<file path="config.mk">
export PLATFORM = sky130hd
export DESIGN_NAME = csel_ram
export DESIGN_NICKNAME = d
export VERILOG_FILES = /design/src/hdl/csel_ram.sv
export SDC_FILE = /design/constraint.sdc
export NUM_CORES = 2
export LEC_CHECK = 0
export BUFFER_PORTS_ARGS = -buffer_cell sky130_fd_sc_hd__buf_2
export CORE_MARGIN = 3
export CORE_UTILIZATION = 57
export CTS_CLUSTER_DIAMETER = 40
export DETAILED_ROUTE_END_ITERATION = 8
export PLACE_DENSITY_LB_ADDON = 0.05
export RECOVER_POWER = 100
export SETUP_SLACK_MARGIN = 0.02
export SLEW_MARGIN = 20
export SYNTH_ARGS = -nofsm -noshare
export SYNTH_HDL_FRONTEND = slang
export SYNTH_SLANG_ARGS = --single-unit
</file>
<file path="constraint.sdc">
create_clock -name clk -period 2.77 [get_ports clk]
set_input_delay 0.554 -clock clk [delete_from_list [all_inputs] [get_ports clk]]
set_output_delay 0.554 -clock clk [all_outputs]
set_load 0.1 [all_outputs]
</file>
<file path="src/hdl/csel_ram.sv">
// ----------------------------------------------------------------------------
// csel_ram: generic single-port-write, single-port-read RAM
// One write and one registered read per cycle.
// ----------------------------------------------------------------------------
module csel_ram #(
  parameter int WIDTH = 8,
  parameter int DEPTH = 256,
  localparam int AW = (DEPTH > 1) ? $clog2(DEPTH) : 1
) (
  input  logic             clk,
  input  logic             wr_en,
  input  logic [AW-1:0]    wr_addr,
  input  logic [WIDTH-1:0] wr_data,
  input  logic             rd_en,
  input  logic [AW-1:0]    rd_addr,
  output logic [WIDTH-1:0] rd_data
);

  logic [WIDTH-1:0] mem [DEPTH];

  always_ff @(posedge clk) begin
    if (wr_en) begin
      mem[wr_addr] <= wr_data;
    end
    if (rd_en) begin
      rd_data <= mem[rd_addr];
    end
  end

endmodule

</file>
==> flow_summary_export.csv <==
group,metric,value,unit
sta,finalMaxSlewViolations,486,
synthesis,synth_fp_nets,3760,
sta,clock.fmax,371,MHz
critical_path,r2r_start,"mem[70][0]",
status,violations,"capacitance limit, slew limit",
sta,period_needed,2700,ps
sta,hold_viol,0,
floorplanning,ios,35,
power_and_ir_drop,p_leak,29.5,nW
drt,ant_nets,0,
synthesis,synth-async-reset-ratio,0,%
floorplanning,die_height,380,um
global_routing,gr-total-overflow,0,
critical_path,worst_ep_arrival_time,3270,ps
synthesis,syn_area,79600,sq um
placement,hpwl,133000,um
placement,gp_congestion,0.902,
critical_path,critPathLaunch,"mem[70][0]",
floorplanning,coreArea,138000,sq um
sta,timing.final.crit_share,97.4,%
clocking,cts_tree,"done",
run,drv_cap,9,
finish,layout.nets,4468,
power_and_ir_drop,total_power,0.0683,W
sta,rsz0062_at_grt,"true",
synthesis,synth.top_cell.area_share,77.5,%
sta,finalSetupViolCount,0,
clocking,clk_pin_slew_worst_paths,60,ps
clocking,cts_root_buf,"clkbuf_16",
drt,drc,0,
sta,maxSlewHeadroom,-78.1,%
critical_path,critPathLaunchType,"flip-flop",
drt,wl,203000,um
sta,fin_skew,33.5,ps
critical_path,r2r-end,"rd_data[0]",
clocking,clock_sinks,2056,
global_routing,grt_pass1_vias,42294,
placement,io_buffers,34,
sta,worst_slew_pin_slew,2670,ps
clocking,cts_max_path_buffers,3,
synthesis,synthFlopType,"edfxtp_1",
status,status,"finished, violations left",
synthesis,netlist_top_cells_area,"edfxtp_1, mux4_2, mux2i_1",
global_routing,grt_pass1_wl,296000,um
finish,area_growth,16.9,%
floorplanning,start_util,57.6,%
global_routing,antenna_found_initial,16,
drt,num_vias,41527,
global_routing,gr-usage-all-layers,28.5,%
power_and_ir_drop,p_per_area,734,nW/um^2
drt,drt_pass1_iterations,6,
clocking,htree_levels,4,
synthesis,yosysWarnings,0,
synthesis,yosysSeqAreaShare,77.5,%
critical_path,cp-endpoint,"rd_data[0]",
synthesis,synth_top_area_cell,"edfxtp_1",
clocking,clock_latency,830,ps
critical_path,r2r_cells,6,
synthesis,synth_cells,3733,
finish,fin_area,93100,sq um
critical_path,critPathCaptureType,"flip-flop",
critical_path,rrSetupSlack,70,ps
critical_path,critPathKind,"reg -> reg",
synthesis,synth_area_per_cell,21.3,sq um
synthesis,synthDistinctLibCells,54,
global_routing,grt_max_degree,82,
worst_hold_path,min_path_type,"in -> reg",
critical_path,cp.required,3350,ps
finish,utilization,67.4,%
floorplanning,rows,136,
floorplanning,die_x,380,um
drt,drtIter0Drc,5051,
drt,avgViaCountPerCell,6.38,
placement,placed_cell_area,86800,sq um
critical_path,cp_max_fo,1,
synthesis,synth-edff-count,2056,
finish,drive_above_1_share,26.7,%
clocking,cts_buffers,233,
drt,routedWlPerCell,31.2,um
sta,fin_hold_ws,279,ps
synthesis,ys_ff_latch,2056,
floorplanning,dieArea,144000,sq um
power_and_ir_drop,peakVddDrop,0.594,mV
worst max-delay path, cell delays in order, from the launching register on:
cell	delay (ps)
edfxtp_1	400
mux4_2	510
mux4_2	540
nor2b_1	170
nor4_1	390
clkbuf_1	330
nor4_2	100
per-layer routing:
metal  vias up  global-route usage [%]  share of wire [%]
li1      17208                       -                  -
met1     21881                    40.9                 39
met2      2062                    44.8                 48
met3       366                    5.42                9.2
met4        10                    9.68                3.6
met5         -                       0              0.033
placed cells by master, fill, tap and decap left out, types with 11 or more instances in the layout:
| cell | netlist | final |
|---|---|---|
| edfxtp_1 | 2056 | 2056 |
| mux4_2 | 454 | 454 |
| clkbuf_1 | 111 | 346 |
| nor2_1 | 282 | 279 |
| buf_4 | 27 | 276 |
| clkbuf_16 | 0 | 239 |
| mux2i_1 | 134 | 134 |
| a22oi_1 | 133 | 133 |
| a21oi_1 | 96 | 96 |
| buf_12 | 8 | 57 |
| o221ai_1 | 46 | 46 |
| clkinv_1 | 1 | 35 |
| nand3_1 | 34 | 34 |
| inv_6 | 0 | 34 |
| nand2_1 | 33 | 33 |
| clkbuf_2 | 0 | 31 |
| o22ai_1 | 28 | 28 |
| nor2b_1 | 31 | 28 |
| clkinv_2 | 0 | 27 |
| nor4_1 | 24 | 23 |
| clkinvlp_4 | 0 | 22 |
| nor3_1 | 22 | 20 |
| bufinv_16 | 0 | 19 |
| clkinv_4 | 0 | 18 |
| a211oi_1 | 16 | 16 |
| a221oi_1 | 13 | 11 |
worst min-delay path by stage:
stage | from | endpoint | cells after the start
floorplan | wr_data[0] | mem[0][0] | 0
global placement | rd_en | rd_data[3] | 1
detailed placement | rd_en | rd_data[3] | 1
CTS | rd_en | rd_data[2] | 1
global route | rd_en | rd_data[0] | 1
finish | rd_en | rd_data[1] | 1
per-stage QoR:
stage               instances  setup TNS, ps  worst slack (ps)
finish                   6511              0              72.5
floorplan                3733              0               140
global route             6508              0              14.6
detailed placement       6069          -6520             -1110
global placement         6069          -6770             -1350
CTS                      6506              0              36.2
where the power goes:
part | switching, W | internal (W)
Combinational | 0.00224 | 0.00135
Clock | 0.0126 | 0.0178
Sequential | 0.0000309 | 0.0343
Total | 0.0149 | 0.0534
logic make-up after synthesis:
kind of cell	share of synthesized area, %
buffers and inverters	1.83
flip-flops	77.5
AO/OA/AOI/OAI	3.42
multiplexers	14.6
AND/OR/NAND/NOR	2.63
repair_timing:
item,CTS,global route
hold buffers,0,0
gates resized for setup,5,5
pin swaps,0,0
endpoints found under the setup margin,3,3
setup buffers,0,0
registers in the layout (all words and copies together), names as in the netlist:
register,cells
mem,2048
rd_data,8
cell type report:
| cell class | instances | area (sq um) |
|---|---|---|
| flip-flops and latches | 2056 | 61700 |
| clock buffers | 268 | 6090 |
| clock inverters | 169 | 1660 |
| well taps | 1863 | 2330 |
| diodes | 5 | 12.5 |
| multi-input cells | 1442 | 16500 |
| inverters | 2 | 7.51 |
| fillers | 9122 | 45100 |
| repair buffers | 706 | 4750 |
cells in the mapped netlist, drive strengths merged (10+ instances only):
cell type     n
nor4         27
mux4        456
o22ai        28
a21oi        96
nand2        33
a221oi       14
nor2b        31
o211ai       10
edfxtp     2056
nor3         22
buf         122
nand3        34
clkbuf      111
o221ai       47
nor2        282
a22oi       133
mux2i       134
o21ai        12
nand4        10
a211oi       16
Power figures use the tool's default switching activity.
