--- src/hdl/csel_pkg.sv ---
// ----------------------------------------------------------------------------
// csel_pkg: shared types and codes for the CSR element lookup
// Field widths, command, status, register and queue operation codes, and the
// queue word that travels from the front end to the back end.
// ----------------------------------------------------------------------------
package csel_pkg;

  localparam int ROW_W = 11;
  localparam int OFF_W = 13;
  localparam int POS_W = 12;
  localparam int COL_W = 8;
  localparam int VAL_W = 16;
  localparam int ROW_COUNT_W = 11;
  localparam int COL_COUNT_W = 9;
  localparam int CFG_INDEX_W = 1;
  localparam int CFG_DATA_W = 11;

  localparam logic [1:0] CMD_LOAD_OFFSET = 2'd0;
  localparam logic [1:0] CMD_LOAD_ENTRY = 2'd1;
  localparam logic [1:0] CMD_LOOKUP = 2'd2;

  localparam logic [1:0] STATUS_OK = 2'd0;
  localparam logic [1:0] STATUS_ROW = 2'd1;
  localparam logic [1:0] STATUS_COLUMN = 2'd2;

  localparam logic [CFG_INDEX_W-1:0] REG_ROW_COUNT = 1'b0;
  localparam logic [CFG_INDEX_W-1:0] REG_COLUMN_COUNT = 1'b1;

  // Operations the back end carries out.
  localparam logic [1:0] OP_WR_OFFSET = 2'd0;
  localparam logic [1:0] OP_WR_ENTRY = 2'd1;
  localparam logic [1:0] OP_LOOKUP = 2'd2;
  localparam logic [1:0] OP_REPLY = 2'd3;

  typedef struct packed {
    logic [1:0]       op;
    logic [ROW_W-1:0] row;
    logic [OFF_W-1:0] offset;
    logic [POS_W-1:0] pos;
    logic [COL_W-1:0] col;
    logic [VAL_W-1:0] val;
    logic [1:0]       status;
  } queue_item_t;

endpackage

--- src/hdl/csel_back.sv ---
// ----------------------------------------------------------------------------
// csel_back: operation sequencer
// Performs table writes and runs the lower-bound search of a lookup over the
// entry RAM, one probe per cycle, then fills the result register.
// ----------------------------------------------------------------------------
module csel_back #(
  parameter int MAX_ROWS = 1024,
  parameter int MAX_ENTRIES = 4096,
  localparam int RAW = $clog2(MAX_ROWS + 1),
  localparam int AW = (MAX_ENTRIES > 1) ? $clog2(MAX_ENTRIES) : 1,
  localparam int EW = csel_pkg::COL_W + csel_pkg::VAL_W
) (
  input  logic                          clk,
  input  logic                          rst,
  input  logic                          q_valid,
  output logic                          q_pop,
  input  csel_pkg::queue_item_t         q_item,
  output logic                          off_wr_en,
  output logic [RAW-1:0]                off_wr_addr,
  output logic [csel_pkg::OFF_W-1:0]    off_wr_data,
  output logic                          off_rd_en,
  output logic [RAW-1:0]                off_rd_addr,
  input  logic [csel_pkg::OFF_W-1:0]    off_rd_data,
  output logic                          ent_wr_en,
  output logic [AW-1:0]                 ent_wr_addr,
  output logic [EW-1:0]                 ent_wr_data,
  output logic                          ent_rd_en,
  output logic [AW-1:0]                 ent_rd_addr,
  input  logic [EW-1:0]                 ent_rd_data,
  output logic                          busy,
  output logic                          out_valid,
  input  logic                          out_ready,
  output logic [csel_pkg::VAL_W-1:0]    read_value,
  output logic                          found,
  output logic [1:0]                    status
);

  // Position width: holds any offset and MAX_ENTRIES itself.
  localparam int PW = ($clog2(MAX_ENTRIES + 1) > csel_pkg::OFF_W) ?
                      $clog2(MAX_ENTRIES + 1) : csel_pkg::OFF_W;

  localparam logic [2:0] S_IDLE = 3'd0;
  localparam logic [2:0] S_OFF_A = 3'd1;
  localparam logic [2:0] S_OFF_B = 3'd2;
  localparam logic [2:0] S_SEARCH = 3'd3;
  localparam logic [2:0] S_FETCH = 3'd4;

  logic [2:0]                 state;
  logic [2:0]                 state_next;
  logic [RAW-1:0]             row;
  logic [csel_pkg::COL_W-1:0] key;
  logic [PW-1:0]              lo;
  logic [PW-1:0]              hi;
  logic [PW-1:0]              mid;
  logic [PW-1:0]              end_pos;
  logic [PW-1:0]              off_clamped;
  logic [PW-1:0]              lo_cur;
  logic [PW-1:0]              hi_cur;
  logic [PW-1:0]              mid_cur;
  logic                       more;
  logic [csel_pkg::COL_W-1:0] ent_col;
  logic [csel_pkg::VAL_W-1:0] ent_val;
  logic                       reply;
  logic                       fetch_hit;

  function automatic logic [PW-1:0] clamp(input logic [csel_pkg::OFF_W-1:0] v);
    logic [PW-1:0] w;
    w = PW'(v);
    return (w > PW'(MAX_ENTRIES)) ? PW'(MAX_ENTRIES) : w;
  endfunction

  assign ent_col = ent_rd_data[EW-1:csel_pkg::VAL_W];
  assign ent_val = ent_rd_data[csel_pkg::VAL_W-1:0];
  assign off_clamped = clamp(off_rd_data);
  assign busy = (state != S_IDLE);

  // The result register is empty whenever a lookup runs, so it is free at its end.
  assign q_pop = (state == S_IDLE) && q_valid && (!out_valid || out_ready);
  assign reply = q_pop && (q_item.op != csel_pkg::OP_LOOKUP);

  assign off_wr_en = q_pop && (q_item.op == csel_pkg::OP_WR_OFFSET);
  assign off_wr_addr = RAW'(q_item.row);
  assign off_wr_data = q_item.offset;
  assign ent_wr_en = q_pop && (q_item.op == csel_pkg::OP_WR_ENTRY);
  assign ent_wr_addr = AW'(q_item.pos);
  assign ent_wr_data = {q_item.col, q_item.val};

  assign off_rd_en = (q_pop && (q_item.op == csel_pkg::OP_LOOKUP)) || (state == S_OFF_A);
  assign off_rd_addr = (state == S_OFF_A) ? row + RAW'(1) : RAW'(q_item.row);

  // One search step: narrow the window with the offset or probe just read and pick the next probe.
  always_comb begin
    lo_cur = lo;
    hi_cur = hi;
    case (state)
      S_OFF_B: begin
        hi_cur = off_clamped;
        lo_cur = (lo > off_clamped) ? off_clamped : lo;
      end
      S_SEARCH: begin
        if (ent_col < key) begin
          lo_cur = mid + PW'(1);
        end else begin
          hi_cur = mid;
        end
      end
      default: begin
      end
    endcase
    mid_cur = lo_cur + ((hi_cur - lo_cur) >> 1);
    more = (lo_cur < hi_cur);
  end

  assign ent_rd_en = (state == S_OFF_B) || (state == S_SEARCH);
  assign ent_rd_addr = more ? AW'(mid_cur) : AW'(lo_cur);
  assign fetch_hit = (lo < end_pos) && (ent_col == key);

  always_comb begin
    state_next = state;
    unique case (state) inside
      S_IDLE: begin
        if (q_pop && (q_item.op == csel_pkg::OP_LOOKUP)) begin
          state_next = S_OFF_A;
        end
      end
      S_OFF_A: begin
        state_next = S_OFF_B;
      end
      S_OFF_B, S_SEARCH: begin
        state_next = more ? S_SEARCH : S_FETCH;
      end
      S_FETCH: begin
        state_next = S_IDLE;
      end
      default: begin
        state_next = S_IDLE;
      end
    endcase
  end

  always_ff @(posedge clk) begin
    if (rst) begin
      state <= S_IDLE;
    end else begin
      state <= state_next;
    end
  end

  always_ff @(posedge clk) begin
    if (q_pop) begin
      row <= RAW'(q_item.row);
      key <= q_item.col;
    end
    if (state == S_OFF_A) begin
      lo <= off_clamped;
    end
    if (state == S_OFF_B || state == S_SEARCH) begin
      lo <= lo_cur;
      hi <= hi_cur;
      mid <= mid_cur;
    end
    if (state == S_OFF_B) begin
      end_pos <= hi_cur;
    end
  end

  always_ff @(posedge clk) begin
    if (rst) begin
      out_valid <= 1'b0;
    end else if (reply || state == S_FETCH) begin
      out_valid <= 1'b1;
    end else if (out_ready) begin
      out_valid <= 1'b0;
    end
  end

  always_ff @(posedge clk) begin
    if (reply) begin
      read_value <= '0;
      found <= 1'b0;
      status <= q_item.status;
    end else if (state == S_FETCH) begin
      read_value <= fetch_hit ? ent_val : '0;
      found <= fetch_hit;
      status <= csel_pkg::STATUS_OK;
    end
  end

endmodule

--- config.mk ---
export PLATFORM = sky130hd
export DESIGN_NAME = csel_back
export DESIGN_NICKNAME = d
export VERILOG_FILES = /design/src/hdl/csel_pkg.sv /design/src/hdl/csel_back.sv
export SDC_FILE = /design/constraint.sdc
export NUM_CORES = 1
export LEC_CHECK = 0
export ABC_AREA = 1
export BUFFER_PORTS_ARGS = -buffer_cell sky130_fd_sc_hd__buf_2
export CAP_MARGIN = 20
export CORE_ASPECT_RATIO = 1.75
export CORE_MARGIN = 2
export CORE_UTILIZATION = 54
export DETAILED_ROUTE_END_ITERATION = 8
export GPL_ROUTABILITY_DRIVEN = 0
export GPL_TIMING_DRIVEN = 1
export HOLD_SLACK_MARGIN = 0.15
export PLACE_DENSITY = 0.81
export REMOVE_ABC_BUFFERS = 1
export SLEW_MARGIN = 20
export SYNTH_ARGS = -nofsm -noshare
export SYNTH_HDL_FRONTEND = slang
export SYNTH_SLANG_ARGS = --single-unit
--- constraint.sdc ---
create_clock -name clk -period 10 [get_ports clk]
set_input_delay 2 -clock clk [delete_from_list [all_inputs] [get_ports clk]]
set_output_delay 2 -clock clk [all_outputs]
set_load 0.01 [all_outputs]
==> qor.csv, run 1 <==
metric,value,unit
outcome,finished clean,
grt_usage,28.0,%
clock-skew-final,0.0140,ns
wl,21600,µm
viasPerCell,5.72,
layout-drive-gt1-share,22.1,%
endpoint_kind,output pin,
ys_types,52,
rows,57,
drt_iter0_drc,462,
die_w,93.4,µm
synth_common_cells,"206 x nand2_1, 131 x inv_1, 74 x nand3_1",
startpoint_type,input port,
numCtsBuffers,9,
fin_crit,9.72,ns
leakage,4.06,nW
start_util,54.9,%
ys_top_cells_by_area,"edfxtp_1 29%, nand2_1 10%, ha_1 9.3%, inv_1 6.5%, buf_4 6.4%",
drcViolationCount,0,
total_power,3.60,mW
synthCells,946,
port_buffers,131,
antenna_found_initial,1,
clock_sinks,94,
dpl.hpwl,17000,µm
async_reset_ff_share,0,%
synth_edf_count,73,
finalCritPeriodShare,97.2,%
ir_worst_vdd,570,µV
coreArea,0.0138,mm²
critical-path-slowest-cell,fa_1,
postCtsHoldBufs,0,
dp.cells,1183,
cts_tree,done,
wire_per_inst,18.0,µm
grt_pass1_vias,6555,
fmax,103,MHz
path_max_fanout,14,
synth_top_area_cell,edfxtp_1,
drv_cap,0,
synth.most_common_cell,nand2_1,
tightest_slew,0.716,ns
drv_slew,0,
yosysWarnings,0,
arrival,7.72,ns
die_area,0.0150,mm²
cpPeakStageDelay,0.41,ns
max_slew_margin,52.1,%
synth_top_area_share,29.0,%
vias,6874,
synth-seq-cells,94,
ys.flop_type,edfxtp_1,
critPathKind,input port to output pin,
cts_buffer_depth,2,
cp_data_required_time,8.00,ns
hold_viol_final,0,
grt_start_max_net_pins,50,
antenna_left,0,
areaGrowthSynthToFinish,9.75,%
utilization,60.2,%
syn_area,0.00756,mm²
clk_latency,0.35,ns
fin_nets,1181,
fin_cells,1201,
drt_first_pass_iters,6,
die_h,160,µm
cts.clk_slew.worst_paths,0.07,ns
h-tree-depth,3,
hold_path.class,flop to flop,
ys_seq_area_share,34.6,%
grt_pass1_wl,32600,µm
power_density,434,mW/mm²
synth.avg_cell_area,7.99,µm²
cts_root_buf,clkbuf_16,
crit_path_frequent_cell,nand2_1,
ios,214,
finalSetupViolCount,0,
grt-ovfl-total,0,
-- flip-flops by register name (all words and copies together), names as in the netlist, 3 cells and up --
| signal | cells |
|---|---|
| row | 11 |
| end_pos | 13 |
| key | 8 |
| lo | 13 |
| state | 3 |
| mid | 13 |
| read_value | 16 |
| hi | 13 |
-- area by class of cell --
cell class | count | area [µm²]
repair buffers | 139 | 716
flip-flops and latches | 94 | 2610
clock buffers | 9 | 225
fillers | 1240 | 5470
diodes | 1 | 2.50
clock inverters | 7 | 66.3
inverters | 141 | 537
well taps | 177 | 221
multi-input cells | 633 | 3910
-- what timing repair did --
action,4_1_cts,5_1_grt
gates resized for setup,0,11
setup endpoints to repair,0,5
buffers inserted,0,1
-- per-stage QoR --
step	hold slack [ns]	TNS [ns]	cell area (µm²)	worst slack [ns]
after floorplan	0.494	0	7020	1.18
after global placement	0.454	0	7950	0.299
after detailed placement	0.457	0	7950	0.165
after CTS	0.470	0	8240	0.121
after global routing	0.485	-0.174	8290	-0.0800
final	0.469	0	8290	0.283
-- cells by family (layout without fill, tap and decap cells) --
kind of cell,count (synthesis),in the layout,share of synthesized area (%)
fa+ha+maj,58,58,9.80
flops,94,94,34.6
simple gates,411,411,27.1
xor+xnor,22,22,2.65
compound gates,142,142,11.7
other cells,0,1,0
buf+inv,219,296,14.2
-- where the power goes --
group          total [mW]  internal, mW  switching [mW]
combinational        2.56         0.913            1.65
sequential          0.701         0.626          0.0746
clock               0.338         0.175           0.163
-- final timing paths --
path	startpoint	endpoint	slack, ns	cells past startpoint
worst max-delay path	off_rd_data[2]	ent_rd_addr[10]	0.28	41
worst min-delay path	read_value[6]$_SDFFE_PP0P_	read_value[6]$_SDFFE_PP0P_	0.47	2
worst max register to register	key[7]$_DFFE_PP_	mid[12]$_DFFE_PN_	4.26	29
worst min register to register	read_value[6]$_SDFFE_PP0P_	read_value[6]$_SDFFE_PP0P_	0.47	2
-- critical path: cells and delay by family --
family | cells | cell delay [ns]
AND/OR/NAND/NOR | 22 | 2.25
AO/OA/AOI/OAI | 6 | 1.06
adder cells (fa/ha/maj) | 4 | 1.23
XOR/XNOR | 1 | 0.18
buffers and inverters | 8 | 0.95
-- per-layer routing --
metal / GRT usage, % / wire length (µm) / vias to the layer above
li1: - / - / 3269
met3: 8.58 / 2120 / 83
met2: 49.0 / 10800 / 397
met4: 15.4 / 1140 / 2
met5: 5.21 / 75 / -
met1: 28.9 / 7490 / 3123
-- cell usage in the layout, fill, tap and decap left out, drive strengths merged, types with 13 or more instances in the layout --
master / n
a21oi: 50
o211ai: 13
nand3: 91
nor2: 55
o21ai: 39
inv: 143
xor2: 16
dfxtp: 21
edfxtp: 73
ha: 56
buf: 139
nand2: 223
nand4: 19
(Power assumes the default switching activity.)
==> inputs of run 2 (changes only) <==
Settings changed: CORE_MARGIN 2 to 4, TNS_END_PERCENT set to 10.
==> qor.csv, run 2 (same netlist as run 1, synthesis figures left out) <==
metric,value,unit,change
port_buffers,131,,unchanged
critPathKind,input port to output pin,,
diodes,0,,-1
use_met3,9.72,%,+1.1 points
wl,22100,µm,+2.3%
outcome,finished clean,,
fin_nets,1180,,-0.085%
power_density,434,mW/mm²,about the same
endpoint_kind,output pin,,
rr_worst_depth,29,,unchanged
n_fill_cell,1295,,+4.4%
multiInputGateArea,0.00391,mm²,about the same
leakage,4.06,nW,about the same
clock-skew-final,0.00667,ns,-0.00737 ns
mostFrequentLayoutCell,nand2_1,,
drv_slew,0,,unchanged
hold_viol_final,0,,unchanged
grt_start_max_net_pins,50,,unchanged
die_h,164,µm,+2.5%
crit_path_frequent_cell,nand2_1,,
clk_latency,0.34,ns,about the same
grt_setup_unrepaired,no,,
drcViolationCount,0,,unchanged
ir_worst_vdd,562,µV,-1.4%
areaGrowthSynthToFinish,9.52,%,
postCtsHoldBufs,0,,unchanged
die_area,0.0160,mm²,+6.9%
dpl.hpwl,17800,µm,+4.7%
place_area,0.00795,mm²,unchanged
r2r-end,mid[12]$_DFFE_PN_,,
die_w,97.4,µm,+4.3%
drt_first_pass_iters,5,,-1
start_util,54.6,%,-0.28 points
p_int,1.72,mW,+0.15%
endpoint,ent_rd_addr[8],,
path_max_fanout,9,,-5
rows,57,,unchanged
antenna_found_initial,0,,-1
seqCellArea,0.00261,mm²,unchanged
viasPerCell,5.68,,-0.81%
hold_path.class,flop to flop,,
startpoint_type,input port,,
cp_data_required_time,8.00,ns,about the same
utilization,59.8,%,-0.44 points
layout_common_cells,"206 x nand2_1, 131 x inv_1, 131 x buf_2",,
swShare,52.2,%,-0.14 points
tightest_slew,0.709,ns,-0.00753 ns
total_power,3.59,mW,-0.14%
vias,6807,,-0.97%
drt_iter0_drc,489,,+5.8%
design_area,0.00828,mm²,-0.21%
top_usage_layer,met2,,
timing.rr.start,key[7]$_DFFE_PP_,,
fin_cells,1199,,-0.17%
finalSetupViolCount,0,,unchanged
grt_pass1_wl,34500,µm,+5.8%
grtUsageMet1,27.7,%,-1.2 points
layout-drive-gt1-share,21.8,%,-0.27 points
largest_register_ff_count,16,,unchanged
cts.clk_slew.worst_paths,0.07,ns,about the same
fmax,105,MHz,+2.0%
numCtsBuffers,9,,unchanged
clock_sinks,94,,unchanged
pwr-share-clk,9.3,%,about the same
power_frac_seq,19.5,%,about the same
power_frac_comb,71.2,%,about the same
crit_start,off_rd_data[10],,
coreArea,0.0138,mm²,+0.52%
cts_root_buf,clkbuf_16,,
dp.cells,1183,,unchanged
cpPeakStageDelay,0.44,ns,+0.03 ns
switchingPower,1.88,mW,-0.41%
cts_tree,done,,
ff2ff_setup_slack,4.30,ns,+0.04 ns
drv_cap,0,,unchanged
grt-ovfl-total,0,,unchanged
grt_usage,27.4,%,-0.59 points
antenna_left,0,,unchanged
postCtsSetupBuffers,0,,unchanged
cts_buffer_depth,2,,unchanged
met2_usage,46.5,%,-2.4 points
grt_pass1_vias,6762,,+3.2%
max_slew_margin,52.6,%,+0.50 points
wire_per_inst,18.4,µm,+2.4%
arrival,7.53,ns,-0.19 ns
fin_tns_setup,0,ns,unchanged
regMostFlops,read_value,,
finalCritPeriodShare,95.3,%,-1.9 points
ios,214,,unchanged
fin_crit,9.53,ns,-0.190 ns
h-tree-depth,3,,unchanged
critical-path-slowest-cell,fa_1,,
[run 2: worst min path at each step]
stage | cells past startpoint | endpoint | slack (ns) | startpoint
3_3_place_gp | 2 | read_value[12]$_SDFFE_PP0P_ | 0.46 | read_value[12]$_SDFFE_PP0P_
5_1_grt | 2 | read_value[11]$_SDFFE_PP0P_ | 0.49 | read_value[11]$_SDFFE_PP0P_
4_1_cts | 2 | read_value[9]$_SDFFE_PP0P_ | 0.47 | read_value[9]$_SDFFE_PP0P_
3_5_place_dp | 2 | read_value[9]$_SDFFE_PP0P_ | 0.46 | read_value[9]$_SDFFE_PP0P_
2_1_floorplan | 2 | read_value[0]$_SDFFE_PP0P_ | 0.49 | read_value[0]$_SDFFE_PP0P_
6_report | 2 | read_value[9]$_SDFFE_PP0P_ | 0.47 | read_value[9]$_SDFFE_PP0P_
[run 2: critical path: cells and delay by family]
family	cells	cell delay (ns)
xor+xnor	1	0.17
compound gates	5	0.92
buf+inv	9	0.98
fa+ha+maj	3	1.03
simple gates	22	2.44
[run 2: metal layers]
metal	vias to the layer above	part of all wire, %	wire [µm]
li1	3267	-	-
met1	3054	35	7640
met5	-	0.19	41
met3	103	9.7	2150
met2	381	48	10700
met4	2	7.2	1590
[run 2: power groups by stage]
| stage | Combinational, mW | Sequential (mW) | Clock [mW] |
|---|---|---|---|
| global route | 2.85 | 0.711 | 0.356 |
| global placement | 2.47 | 0.703 | 0 |
| floorplan | 1.80 | 0.686 | 0 |
| CTS | 2.52 | 0.697 | 0.344 |
| detailed placement | 2.50 | 0.705 | 0 |
| finish | 2.56 | 0.700 | 0.336 |
[run 2: timing repair]
action	4_1_cts	5_1_grt
resized for setup	0	9
endpoints found under the setup margin	0	4
hold endpoints to repair	0	0
[run 2: area by class of cell]
| type | instances | share of cell area (%) |
|---|---|---|
| multi-input combinational | 633 | 47.2 |
| clock inverter | 6 | 0.484 |
| timing repair buffer | 138 | 8.56 |
| clock buffer | 10 | 3.02 |
| tap | 177 | 2.68 |
| inverter | 141 | 6.44 |
| sequential | 94 | 31.6 |
[run 2: per-stage QoR]
step / hold slack (ns) / setup slack, ns
2_1_floorplan: 0.494 / 1.18
3_3_place_gp: 0.455 / 0.363
3_5_place_dp: 0.457 / 0.234
4_1_cts: 0.469 / 0.184
5_1_grt: 0.487 / 0.0192
6_report: 0.466 / 0.473
