**config.mk**
```make
export PLATFORM = sky130hd
export DESIGN_NAME = csel_front
export DESIGN_NICKNAME = d
export VERILOG_FILES = /design/src/hdl/csel_pkg.sv /design/src/hdl/csel_front.sv
export SDC_FILE = /design/constraint.sdc
export NUM_CORES = 1
export LEC_CHECK = 0
export BUFFER_PORTS_ARGS = -buffer_cell sky130_fd_sc_hd__buf_4
export CORE_MARGIN = 2
export CORE_UTILIZATION = 25
export DETAILED_ROUTE_END_ITERATION = 6
export SYNTH_ARGS = -nofsm -noshare
export SYNTH_HDL_FRONTEND = slang
export SYNTH_SLANG_ARGS = --single-unit
export TNS_END_PERCENT = 5
```
**constraint.sdc**
```tcl
create_clock -name clk -period 4.03 [get_ports clk]
set_clock_uncertainty 0.05 [all_clocks]
set_input_delay 0.2015 -clock clk [delete_from_list [all_inputs] [get_ports clk]]
set_output_delay 0.2015 -clock clk [all_outputs]
set_load 0.1 [all_outputs]
```
**src/hdl/csel_pkg.sv**
```systemverilog
// ----------------------------------------------------------------------------
// csel_pkg: shared types and codes for the CSR element lookup
// Field widths, command, status, register and queue operation codes, and the
// queue word that travels from the front end to the back end.
// ----------------------------------------------------------------------------
package csel_pkg;

  localparam int ROW_W = 11;
  localparam int OFF_W = 13;
  localparam int POS_W = 12;
  localparam int COL_W = 8;
  localparam int VAL_W = 16;
  localparam int ROW_COUNT_W = 11;
  localparam int COL_COUNT_W = 9;
  localparam int CFG_INDEX_W = 1;
  localparam int CFG_DATA_W = 11;

  localparam logic [1:0] CMD_LOAD_OFFSET = 2'd0;
  localparam logic [1:0] CMD_LOAD_ENTRY = 2'd1;
  localparam logic [1:0] CMD_LOOKUP = 2'd2;

  localparam logic [1:0] STATUS_OK = 2'd0;
  localparam logic [1:0] STATUS_ROW = 2'd1;
  localparam logic [1:0] STATUS_COLUMN = 2'd2;

  localparam logic [CFG_INDEX_W-1:0] REG_ROW_COUNT = 1'b0;
  localparam logic [CFG_INDEX_W-1:0] REG_COLUMN_COUNT = 1'b1;

  // Operations the back end carries out.
  localparam logic [1:0] OP_WR_OFFSET = 2'd0;
  localparam logic [1:0] OP_WR_ENTRY = 2'd1;
  localparam logic [1:0] OP_LOOKUP = 2'd2;
  localparam logic [1:0] OP_REPLY = 2'd3;

  typedef struct packed {
    logic [1:0]       op;
    logic [ROW_W-1:0] row;
    logic [OFF_W-1:0] offset;
    logic [POS_W-1:0] pos;
    logic [COL_W-1:0] col;
    logic [VAL_W-1:0] val;
    logic [1:0]       status;
  } queue_item_t;

endpackage

```
**src/hdl/csel_front.sv**
```systemverilog
// ----------------------------------------------------------------------------
// csel_front: command intake and classification
// Holds the configuration registers, range-checks each accepted word and
// queues a classified operation for the back end in a two-entry queue.
// ----------------------------------------------------------------------------
module csel_front #(
  parameter int MAX_ROWS = 1024,
  parameter int MAX_ENTRIES = 4096,
  parameter int MAX_COLUMNS = 256
) (
  input  logic                                clk,
  input  logic                                rst,
  input  logic                                cfg_write,
  input  logic [csel_pkg::CFG_INDEX_W-1:0]    cfg_index,
  input  logic [csel_pkg::CFG_DATA_W-1:0]     cfg_data,
  input  logic                                in_valid,
  output logic                                in_ready,
  input  logic [1:0]                          command,
  input  logic [csel_pkg::ROW_W-1:0]          row_index,
  input  logic [csel_pkg::OFF_W-1:0]          offset_value,
  input  logic [csel_pkg::POS_W-1:0]          entry_position,
  input  logic [csel_pkg::COL_W-1:0]          column_index,
  input  logic [csel_pkg::VAL_W-1:0]          entry_value,
  output logic                                q_valid,
  input  logic                                q_pop,
  output csel_pkg::queue_item_t               q_item
);

  logic [csel_pkg::ROW_COUNT_W-1:0] row_count;
  logic [csel_pkg::COL_COUNT_W-1:0] column_count;
  csel_pkg::queue_item_t            slots [2];
  csel_pkg::queue_item_t            item;
  logic [1:0]                       count;
  logic                             wptr;
  logic                             rptr;
  logic                             push;

  always_ff @(posedge clk) begin
    if (rst) begin
      row_count <= '0;
      column_count <= '0;
    end else if (cfg_write) begin
      unique case (cfg_index)
        csel_pkg::REG_ROW_COUNT: begin
          row_count <= cfg_data[csel_pkg::ROW_COUNT_W-1:0];
        end
        csel_pkg::REG_COLUMN_COUNT: begin
          column_count <= cfg_data[csel_pkg::COL_COUNT_W-1:0];
        end
        default: begin
        end
      endcase
    end
  end

  // Loads that fall outside storage, flagged lookups and unused commands become plain replies.
  always_comb begin
    item.row = row_index;
    item.offset = offset_value;
    item.pos = entry_position;
    item.col = column_index;
    item.val = entry_value;
    item.status = csel_pkg::STATUS_OK;
    item.op = csel_pkg::OP_REPLY;
    unique case (command)
      csel_pkg::CMD_LOAD_OFFSET: begin
        if (row_index <= MAX_ROWS) begin
          item.op = csel_pkg::OP_WR_OFFSET;
        end
      end
      csel_pkg::CMD_LOAD_ENTRY: begin
        if (entry_position < MAX_ENTRIES) begin
          item.op = csel_pkg::OP_WR_ENTRY;
        end
      end
      csel_pkg::CMD_LOOKUP: begin
        if (row_index >= row_count || row_index >= MAX_ROWS) begin
          item.status = csel_pkg::STATUS_ROW;
        end else if (column_index >= column_count || column_index >= MAX_COLUMNS) begin
          item.status = csel_pkg::STATUS_COLUMN;
        end else begin
          item.op = csel_pkg::OP_LOOKUP;
        end
      end
      default: begin
      end
    endcase
  end

  assign in_ready = (count != 2'd2);
  assign push = in_valid && in_ready;
  assign q_valid = (count != 2'd0);
  assign q_item = slots[rptr];

  always_ff @(posedge clk) begin
    if (push) begin
      slots[wptr] <= item;
    end
  end

  always_ff @(posedge clk) begin
    if (rst) begin
      count <= 2'd0;
      wptr <= 1'b0;
      rptr <= 1'b0;
    end else begin
      if (push) begin
        wptr <= ~wptr;
      end
      if (q_pop) begin
        rptr <= ~rptr;
      end
      if (push && !q_pop) begin
        count <= count + 2'd1;
      end else if (!push && q_pop) begin
        count <= count - 2'd1;
      end
    end
  end

endmodule

```
==> flow_results.xml, run 1 <==
<?xml version="1.0" encoding="UTF-8"?>
<metrics>
  <group name="route">
    <metric name="post_drt_wl_per_cell" unit="um">14.17</metric>
    <metric name="drc_errors" unit="">0</metric>
    <metric name="routed_wirelength" unit="mm">13.40</metric>
    <metric name="drt_pre_antenna_iters" unit="">7</metric>
    <metric name="num_vias" unit="">3906</metric>
    <metric name="drt_first_iter_violations" unit="">138</metric>
    <metric name="detail-route-antenna-nets" unit="">0</metric>
    <metric name="routed_via_count_divided_by_cell_count" unit="">4.133</metric>
  </group>
  <group name="synthesis">
    <metric name="synth-seq-cells" unit="">153</metric>
    <metric name="synth_top_cell_by_area" unit="">sky130_fd_sc_hd__edfxtp_1</metric>
    <metric name="total_nets_after_synthesis" unit="">485</metric>
    <metric name="synthTopCellsByCount" unit="">128 x sky130_fd_sc_hd__edfxtp_1, 64 x sky130_fd_sc_hd__mux2_2, 35 x sky130_fd_sc_hd__nand2_1</metric>
    <metric name="yosys.cell_count.top_type" unit="">sky130_fd_sc_hd__edfxtp_1</metric>
    <metric name="seq_area_frac_synth" unit="">0.7148</metric>
    <metric name="cell_area_synth" unit="um2">6077</metric>
    <metric name="yosysWarningCount" unit="">0</metric>
    <metric name="syn_avg_cell_area" unit="um2">15.74</metric>
    <metric name="synth_cell_type_count" unit="">34</metric>
    <metric name="synth-edff-count" unit="">128</metric>
    <metric name="synth_top_cells_by_area" unit="">sky130_fd_sc_hd__edfxtp_1 63%, sky130_fd_sc_hd__mux2_2 12%, sky130_fd_sc_hd__dfxtp_1 8.2%</metric>
    <metric name="postSynthCellCount" unit="">386</metric>
    <metric name="async_reset_ff_frac" unit="">0</metric>
    <metric name="post-synth-top-area-fraction" unit="">0.6325</metric>
    <metric name="synth_flop_cell" unit="">sky130_fd_sc_hd__edfxtp_1</metric>
  </group>
  <group name="setup_path">
    <metric name="cp_data_arrival_time" unit="ns">2.07</metric>
    <metric name="cp_data_required_time" unit="ns">3.78</metric>
    <metric name="worstSetupPathType" unit="">reg2out</metric>
    <metric name="worst-path-max-fanout" unit="">64</metric>
    <metric name="type_of_destination_of_the_critical_path" unit="">output pin</metric>
    <metric name="cp_launch_type" unit="">flip-flop</metric>
  </group>
  <group name="sta">
    <metric name="clock.fmax" unit="MHz">431.4</metric>
    <metric name="actual_slew_at_the_worst_max_slew_pin" unit="ns">0.9533</metric>
    <metric name="final_hold_viol_count" unit="">0</metric>
    <metric name="setup_viol" unit="">0</metric>
    <metric name="finalSetupTns" unit="ns">0</metric>
    <metric name="timing.slew.headroom" unit="">0.3645</metric>
    <metric name="drv_slew" unit="">0</metric>
    <metric name="layout_min_cycle_time" unit="ns">2.318</metric>
    <metric name="rsz0062_at_grt" unit="">false</metric>
    <metric name="min_period_over_period" unit="">0.5752</metric>
    <metric name="timing.hold.ws" unit="ns">0.06472</metric>
  </group>
  <group name="cts">
    <metric name="clk_pin_slew" unit="ns">0.06</metric>
    <metric name="worstSkewPairLatency" unit="ns">0.42</metric>
    <metric name="clkSinkCount" unit="">153</metric>
    <metric name="htree_levels" unit="">4</metric>
    <metric name="tritoncts" unit="">yes</metric>
    <metric name="cts_buffers" unit="">17</metric>
    <metric name="cts_root_buf" unit="">sky130_fd_sc_hd__clkbuf_16</metric>
    <metric name="clock_tree.buffer_depth" unit="">2</metric>
  </group>
  <group name="floorplanning">
    <metric name="dieWidth" unit="um">159.9</metric>
    <metric name="die_y" unit="um">159.9</metric>
    <metric name="die_area" unit="um2">25570</metric>
    <metric name="initial_utilization" unit="">0.2521</metric>
    <metric name="number_of_placement_rows" unit="">57</metric>
    <metric name="core-area" unit="um2">24110</metric>
    <metric name="num_io_pins" unit="">145</metric>
  </group>
  <group name="run_status">
    <metric name="run_status" unit="">finished, final reports clean</metric>
  </group>
  <group name="grt">
    <metric name="grt_max_degree" unit="">65</metric>
    <metric name="first_pass_grt_wire_length" unit="mm">21.55</metric>
    <metric name="grt_util_all_layers" unit="">0.1077</metric>
    <metric name="antenna_found_initial" unit="">0</metric>
    <metric name="grt_overflow_total" unit="">0</metric>
    <metric name="first_global_vias" unit="">4194</metric>
  </group>
  <group name="finish">
    <metric name="multiInputGateArea" unit="um2">1605</metric>
    <metric name="fin_nets" unit="">707</metric>
    <metric name="total_of_fill_cells_in_the_finished_design" unit="">2352</metric>
    <metric name="post-route-cell-area" unit="um2">8785</metric>
    <metric name="n_antenna_cell" unit="">0</metric>
    <metric name="register_area" unit="um2">4348</metric>
    <metric name="area_growth" unit="%">44.55</metric>
    <metric name="layout-drive-gt1-share" unit="">0.3977</metric>
    <metric name="layout.cells.non_filler" unit="">945</metric>
  </group>
  <group name="placed_design">
    <metric name="place.detailed.hpwl" unit="mm">8.743</metric>
    <metric name="placedInstanceArea" unit="um2">7526</metric>
    <metric name="place_inst" unit="">841</metric>
    <metric name="numPortBuffers" unit="">144</metric>
    <metric name="weighted_congestion_at_the_end_of_routability_driven_global_placement" unit="">0.7448</metric>
  </group>
  <group name="power">
    <metric name="report.power.total" unit="mW">4.885</metric>
    <metric name="power.ir.vdd_worst" unit="V">0.0002727</metric>
    <metric name="leakage" unit="nW">3.293</metric>
    <metric name="power-per-cell-area" unit="nW/um2">556.1</metric>
  </group>
  <group name="job">
    <metric name="max-cap-violations" unit="">0</metric>
  </group>
  <group name="hold_path">
    <metric name="hp-class" unit="">in2reg</metric>
  </group>
</metrics>
## cells by family (layout without fill, tap and decap cells)
kind of cell               count (synthesis)  after routing  synth area share
muxes                                     64             64            0.1186
AOI/OAI and AO/OA                         41             41           0.04324
DFF                                      153            153            0.7148
xor gates and xnor gates                   4              4          0.005766
buffers and inverters                     35            270           0.02306
and+or+nand+nor                           69             69           0.05333
adders and majority gates                 20             20           0.04118
## final timing paths
kind                                   from                      endpoint  slack (ns)  cells past startpoint
setup / recovery                  flip-flop                    q_item[39]        1.71                      2
hold / removal                    cfg_index  column_count[1]$_SDFFE_PP0P_        0.06                      3
setup reg to reg      count[0]$_SDFFE_PP0P_         slots[0][2]$_DFFE_PP_        2.05                      4
hold reg to reg   row_count[9]$_SDFFE_PP0P_     row_count[9]$_SDFFE_PP0P_        0.41                      2
## stage by stage
stage,utilization,setup WS (ns)
after floorplan,-,0.4114
after global placement,0.3122,2.122
after detailed placement,0.3122,2.038
after CTS,0.3644,1.642
after global routing,0.3644,1.585
final,0.3644,1.712
## metal layers
layer	share of wire	track usage
met1	0.42	0.1228
met2	0.52	0.1932
met3	0.034	0.02364
met4	0.021	0.04832
met5	0	0
## cell usage in the layout (no fill, tap or decap), types with 8 or more instances in the layout
master	synthesis	final
sky130_fd_sc_hd__ha_1	20	20
sky130_fd_sc_hd__dlygate4sd3_1	0	72
sky130_fd_sc_hd__edfxtp_1	128	128
sky130_fd_sc_hd__nand2_1	35	35
sky130_fd_sc_hd__nor2_1	9	8
sky130_fd_sc_hd__a21oi_1	25	25
sky130_fd_sc_hd__inv_1	21	21
sky130_fd_sc_hd__buf_4	0	145
sky130_fd_sc_hd__dfxtp_1	25	24
sky130_fd_sc_hd__clkbuf_16	0	17
sky130_fd_sc_hd__nand3_1	10	10
sky130_fd_sc_hd__mux2_2	64	64
## area by class of cell
class                           count  area share
Multi-Input combinational cell    198      0.1827
Inverter                           21    0.008973
Sequential cell                   153      0.4949
Clock inverter                     13     0.01196
Timing Repair Buffer              217      0.2060
Clock buffer                       19     0.04928
Tap cell                          324     0.04615
## sequential cells by signal (all words and copies together), names as in the netlist, named ones only
register      count
slots           128
row_count        11
column_count      9
count             2
rptr              1
wptr              1
## power breakdown
part	total, mW	internal (mW)	switching [mW]
combinational	1.45	0.372	1.07
sequential	1.98	1.91	0.0674
clock	1.46	0.843	0.615
total	4.88	3.13	1.76
## critical path, cell delays in order (launching register included)
cell	delay, ns
sky130_fd_sc_hd__dfxtp_4	0.93
sky130_fd_sc_hd__mux2_2	0.43
sky130_fd_sc_hd__buf_4	0.24
## what timing repair did
item	in CTS	in global routing
hold endpoints to repair	140	0
gates resized for setup	0	0
buffers inserted	0	0
hold buffers	72	0
(Power assumes the default switching activity.)
==> run 2: changes to the inputs <==
--- a/config.mk
+++ b/config.mk
@@ -5,6 +5,7 @@
 export SDC_FILE = /design/constraint.sdc
 export NUM_CORES = 1
 export LEC_CHECK = 0
+export ABC_AREA = 1
 export BUFFER_PORTS_ARGS = -buffer_cell sky130_fd_sc_hd__buf_4
 export CORE_MARGIN = 2
 export CORE_UTILIZATION = 25
==> constraint.sdc (replaced) <==
create_clock -name clk -period 2.3 [get_ports clk]
set_clock_uncertainty 0.05 [all_clocks]
set_input_delay 0.115 -clock clk [delete_from_list [all_inputs] [get_ports clk]]
set_output_delay 0.115 -clock clk [all_outputs]
set_load 0.1 [all_outputs]
==> run 2 against run 1 <==
Clock power grew 100%. Setup slack worse by 1.4 ns. Critical path type unchanged. Synthesized area rose by 6.8%.
==> flow_results.xml, run 2 <==
<?xml version="1.0" encoding="UTF-8"?>
<metrics>
  <group name="synthesis">
    <metric name="postSynthCellCount" unit="">406</metric>
    <metric name="synth_top_cells_by_area" unit="">sky130_fd_sc_hd__edfxtp_1 59%, sky130_fd_sc_hd__mux2_4 14%, sky130_fd_sc_hd__dfxtp_1 7.7%</metric>
    <metric name="synth_top_cell_by_area" unit="">sky130_fd_sc_hd__edfxtp_1</metric>
    <metric name="total_nets_after_synthesis" unit="">505</metric>
    <metric name="syn_avg_cell_area" unit="um2">15.98</metric>
    <metric name="seq_area_frac_synth" unit="">0.6696</metric>
    <metric name="async_reset_ff_frac" unit="">0</metric>
    <metric name="synth-edff-count" unit="">128</metric>
    <metric name="cell_area_synth" unit="um2">6487</metric>
    <metric name="synth_cell_type_count" unit="">27</metric>
    <metric name="synthTopCellsByCount" unit="">128 x sky130_fd_sc_hd__edfxtp_1, 60 x sky130_fd_sc_hd__mux2_4, 36 x sky130_fd_sc_hd__nor2_1</metric>
    <metric name="yosys.cell_count.top_type" unit="">sky130_fd_sc_hd__edfxtp_1</metric>
    <metric name="post-synth-top-area-fraction" unit="">0.5925</metric>
    <metric name="yosysWarningCount" unit="">0</metric>
    <metric name="synth_flop_cell" unit="">sky130_fd_sc_hd__edfxtp_1</metric>
    <metric name="synth-seq-cells" unit="">153</metric>
  </group>
  <group name="power">
    <metric name="power.ir.vdd_worst" unit="V">0.0003545</metric>
    <metric name="net-switching-power" unit="mW">2.758</metric>
    <metric name="power_report.internal_total" unit="mW">5.876</metric>
    <metric name="combinationalPowerShare" unit="">0.269</metric>
    <metric name="p_sw_frac" unit="">0.3195</metric>
    <metric name="leakage" unit="nW">3.714</metric>
    <metric name="power-per-cell-area" unit="nW/um2">921.4</metric>
    <metric name="p_clk_frac" unit="">0.346</metric>
    <metric name="power_frac_seq" unit="">0.385</metric>
  </group>
  <group name="placed_design">
    <metric name="preCtsSetupSlack" unit="ns">0.6480</metric>
    <metric name="numPortBuffers" unit="">144</metric>
    <metric name="weighted_congestion_at_the_end_of_routability_driven_global_placement" unit="">0.7147</metric>
    <metric name="place.detailed.hpwl" unit="mm">8.919</metric>
  </group>
  <group name="grt">
    <metric name="grt_util_all_layers" unit="">0.09790</metric>
    <metric name="grt.met3_usage" unit="">0.02572</metric>
    <metric name="globalRouteMet1Util" unit="">0.1156</metric>
    <metric name="grt_most_used_layer" unit="">met2</metric>
    <metric name="antenna_found_initial" unit="">0</metric>
    <metric name="first_pass_grt_wire_length" unit="mm">19.87</metric>
    <metric name="grtUsageMet2" unit="">0.1701</metric>
    <metric name="grt_overflow_total" unit="">0</metric>
    <metric name="first_global_vias" unit="">3775</metric>
    <metric name="grt_max_degree" unit="">65</metric>
  </group>
  <group name="finish">
    <metric name="layout-drive-gt1-share" unit="">0.4237</metric>
    <metric name="area_growth" unit="%">44.44</metric>
    <metric name="final_common_cell" unit="">sky130_fd_sc_hd__buf_4</metric>
    <metric name="most_frequent_cells_in_the_layout" unit="">144 x sky130_fd_sc_hd__buf_4, 128 x sky130_fd_sc_hd__edfxtp_1, 76 x sky130_fd_sc_hd__dlygate4sd3_1</metric>
    <metric name="fin_nets" unit="">735</metric>
    <metric name="largest_register_ff_count" unit="">128</metric>
    <metric name="largest-register" unit="">slots</metric>
    <metric name="layout_top_registers" unit="">slots (128), row_count (11), column_count (9)</metric>
    <metric name="n_antenna_cell" unit="">0</metric>
  </group>
  <group name="setup_path">
    <metric name="worst_path_slowest_cell" unit="">sky130_fd_sc_hd__dfxtp_4</metric>
    <metric name="worst-path-max-fanout" unit="">33</metric>
    <metric name="cp_data_arrival_time" unit="ns">1.83</metric>
    <metric name="critical_path.max_stage_delay" unit="ns">0.49</metric>
    <metric name="cp_data_required_time" unit="ns">2.13</metric>
    <metric name="cp_launch_type" unit="">flip-flop</metric>
    <metric name="worst_path_cell_trace" unit="">buf_12 -&gt; mux2_2 -&gt; buf_4</metric>
    <metric name="worstSetupPathType" unit="">reg2out</metric>
    <metric name="type_of_destination_of_the_critical_path" unit="">output pin</metric>
  </group>
  <group name="hold_path">
    <metric name="hp-class" unit="">in2reg</metric>
  </group>
  <group name="cts">
    <metric name="worstSkewPairLatency" unit="ns">0.41</metric>
    <metric name="tritoncts" unit="">yes</metric>
    <metric name="cts_buffers" unit="">17</metric>
    <metric name="clkSinkCount" unit="">153</metric>
    <metric name="clock_tree.buffer_depth" unit="">2</metric>
    <metric name="postCtsSetupRepairBufs" unit="">0</metric>
    <metric name="htree_levels" unit="">4</metric>
    <metric name="clk_pin_slew" unit="ns">0.06</metric>
    <metric name="cts_root_buf" unit="">sky130_fd_sc_hd__clkbuf_16</metric>
  </group>
  <group name="sta">
    <metric name="worst_slack" unit="ns">0.3091</metric>
    <metric name="actual_slew_at_the_worst_max_slew_pin" unit="ns">0.4174</metric>
    <metric name="final_hold_viol_count" unit="">0</metric>
    <metric name="setup_viol" unit="">0</metric>
    <metric name="clock.fmax" unit="MHz">502.3</metric>
    <metric name="min_period_over_period" unit="">0.8656</metric>
    <metric name="rsz0062_at_grt" unit="">false</metric>
    <metric name="finalSetupTns" unit="ns">0</metric>
    <metric name="drv_slew" unit="">0</metric>
    <metric name="layout_min_cycle_time" unit="ns">1.991</metric>
    <metric name="timing.slew.headroom" unit="">0.7213</metric>
  </group>
  <group name="route">
    <metric name="detail-route-antenna-nets" unit="">0</metric>
    <metric name="drc_errors" unit="">0</metric>
    <metric name="drt_first_iter_violations" unit="">153</metric>
    <metric name="routed_wirelength" unit="mm">13.41</metric>
    <metric name="routed_via_count_divided_by_cell_count" unit="">3.910</metric>
    <metric name="post_drt_wl_per_cell" unit="um">13.69</metric>
    <metric name="num_vias" unit="">3828</metric>
    <metric name="drt_pre_antenna_iters" unit="">4</metric>
  </group>
  <group name="job">
    <metric name="max-cap-violations" unit="">0</metric>
  </group>
  <group name="floorplanning">
    <metric name="dieWidth" unit="um">165.1</metric>
    <metric name="initial_utilization" unit="">0.2562</metric>
    <metric name="core-area" unit="um2">25330</metric>
    <metric name="num_io_pins" unit="">145</metric>
    <metric name="die_y" unit="um">165.1</metric>
    <metric name="number_of_placement_rows" unit="">58</metric>
    <metric name="die_area" unit="um2">27250</metric>
  </group>
  <group name="run_status">
    <metric name="run_status" unit="">finished, final reports clean</metric>
  </group>
</metrics>
run 2: changes by cell type after synthesis, sizes merged, moves of 5 or more:
cell,previous run,this run
clkbuf,7,0
inv,21,38
a211oi,0,18
nand3,10,5
a21oi,25,11
nand2,35,30
nor2,9,40
buf,7,13
run 2: critical path, delay by kind of cell, from the launching register on:
| family | cells | cell delay (ns) |
|---|---|---|
| buf+inv | 2 | 0.52 |
| flops | 1 | 0.49 |
| mux | 1 | 0.37 |
run 2: metal layers:
metal / share of wire / up-vias
li1: - / 1926
met1: 0.44 / 1798
met2: 0.50 / 93
met3: 0.048 / 11
met4: 0.015 / 0
met5: 0 / -
run 2: cell families after synthesis:
group	share of synthesized area
DFF	0.6696
buffers and inverters	0.04050
adders and majority gates	0.03857
AOI/OAI and AO/OA	0.05150
xor gates and xnor gates	0.001350
muxes	0.1458
and+or+nand+nor	0.05265
run 2: final timing paths:
check             slack [ns]                       from  cells past startpoint                   endpoint
hold reg to reg         0.43  row_count[1]$_SDFFE_PP0P_                      2  row_count[1]$_SDFFE_PP0P_
hold / removal          0.03                 command[0]                      3     slots[1][62]$_DFFE_PP_
setup / recovery        0.31                  flip-flop                      3                  q_item[2]
setup reg to reg        0.65      count[1]$_SDFFE_PP0P_                      8      count[1]$_SDFFE_PP0P_
run 2: cell type report:
| class | instances | area (um2) |
|---|---|---|
| clock buffer | 19 | 432.9 |
| clock inverter | 13 | 200.2 |
| fill | 2419 | 15960 |
| inverter | 38 | 142.6 |
| multi-input combinational | 202 | 1912 |
| sequential | 153 | 4348 |
| tap | 330 | 412.9 |
| timing repair buffer | 224 | 1922 |
run 2: power by group through the flow:
stage	logic (mW)	registers (mW)	clock network, mW
floorplan	1.78	3.36	0
global placement	2.24	3.37	0
detailed placement	2.24	3.38	0
CTS	2.35	3.32	3.10
global route	2.44	3.34	3.19
finish	2.32	3.32	2.99
run 2: what timing repair did:
action	4_1_cts	5_1_grt
endpoints found under the setup margin	0	0
hold buffers	76	0
endpoints found under the hold margin	144	0
gates resized for setup	0	0
run 2: per-stage QoR:
stage | util | instance area (um2) | cells | hold WS, ns | total power [mW]
floorplan | - | 6519 | 406 | 0.1639 | 5.139
global placement | 0.3149 | 7976 | 871 | 0.2503 | 5.610
detailed placement | 0.3149 | 7976 | 871 | 0.2525 | 5.627
CTS | 0.3700 | 9370 | 979 | 0.009782 | 8.771
global route | 0.3700 | 9370 | 979 | 0.01558 | 8.969
finish | 0.3700 | 9370 | 979 | 0.02732 | 8.634
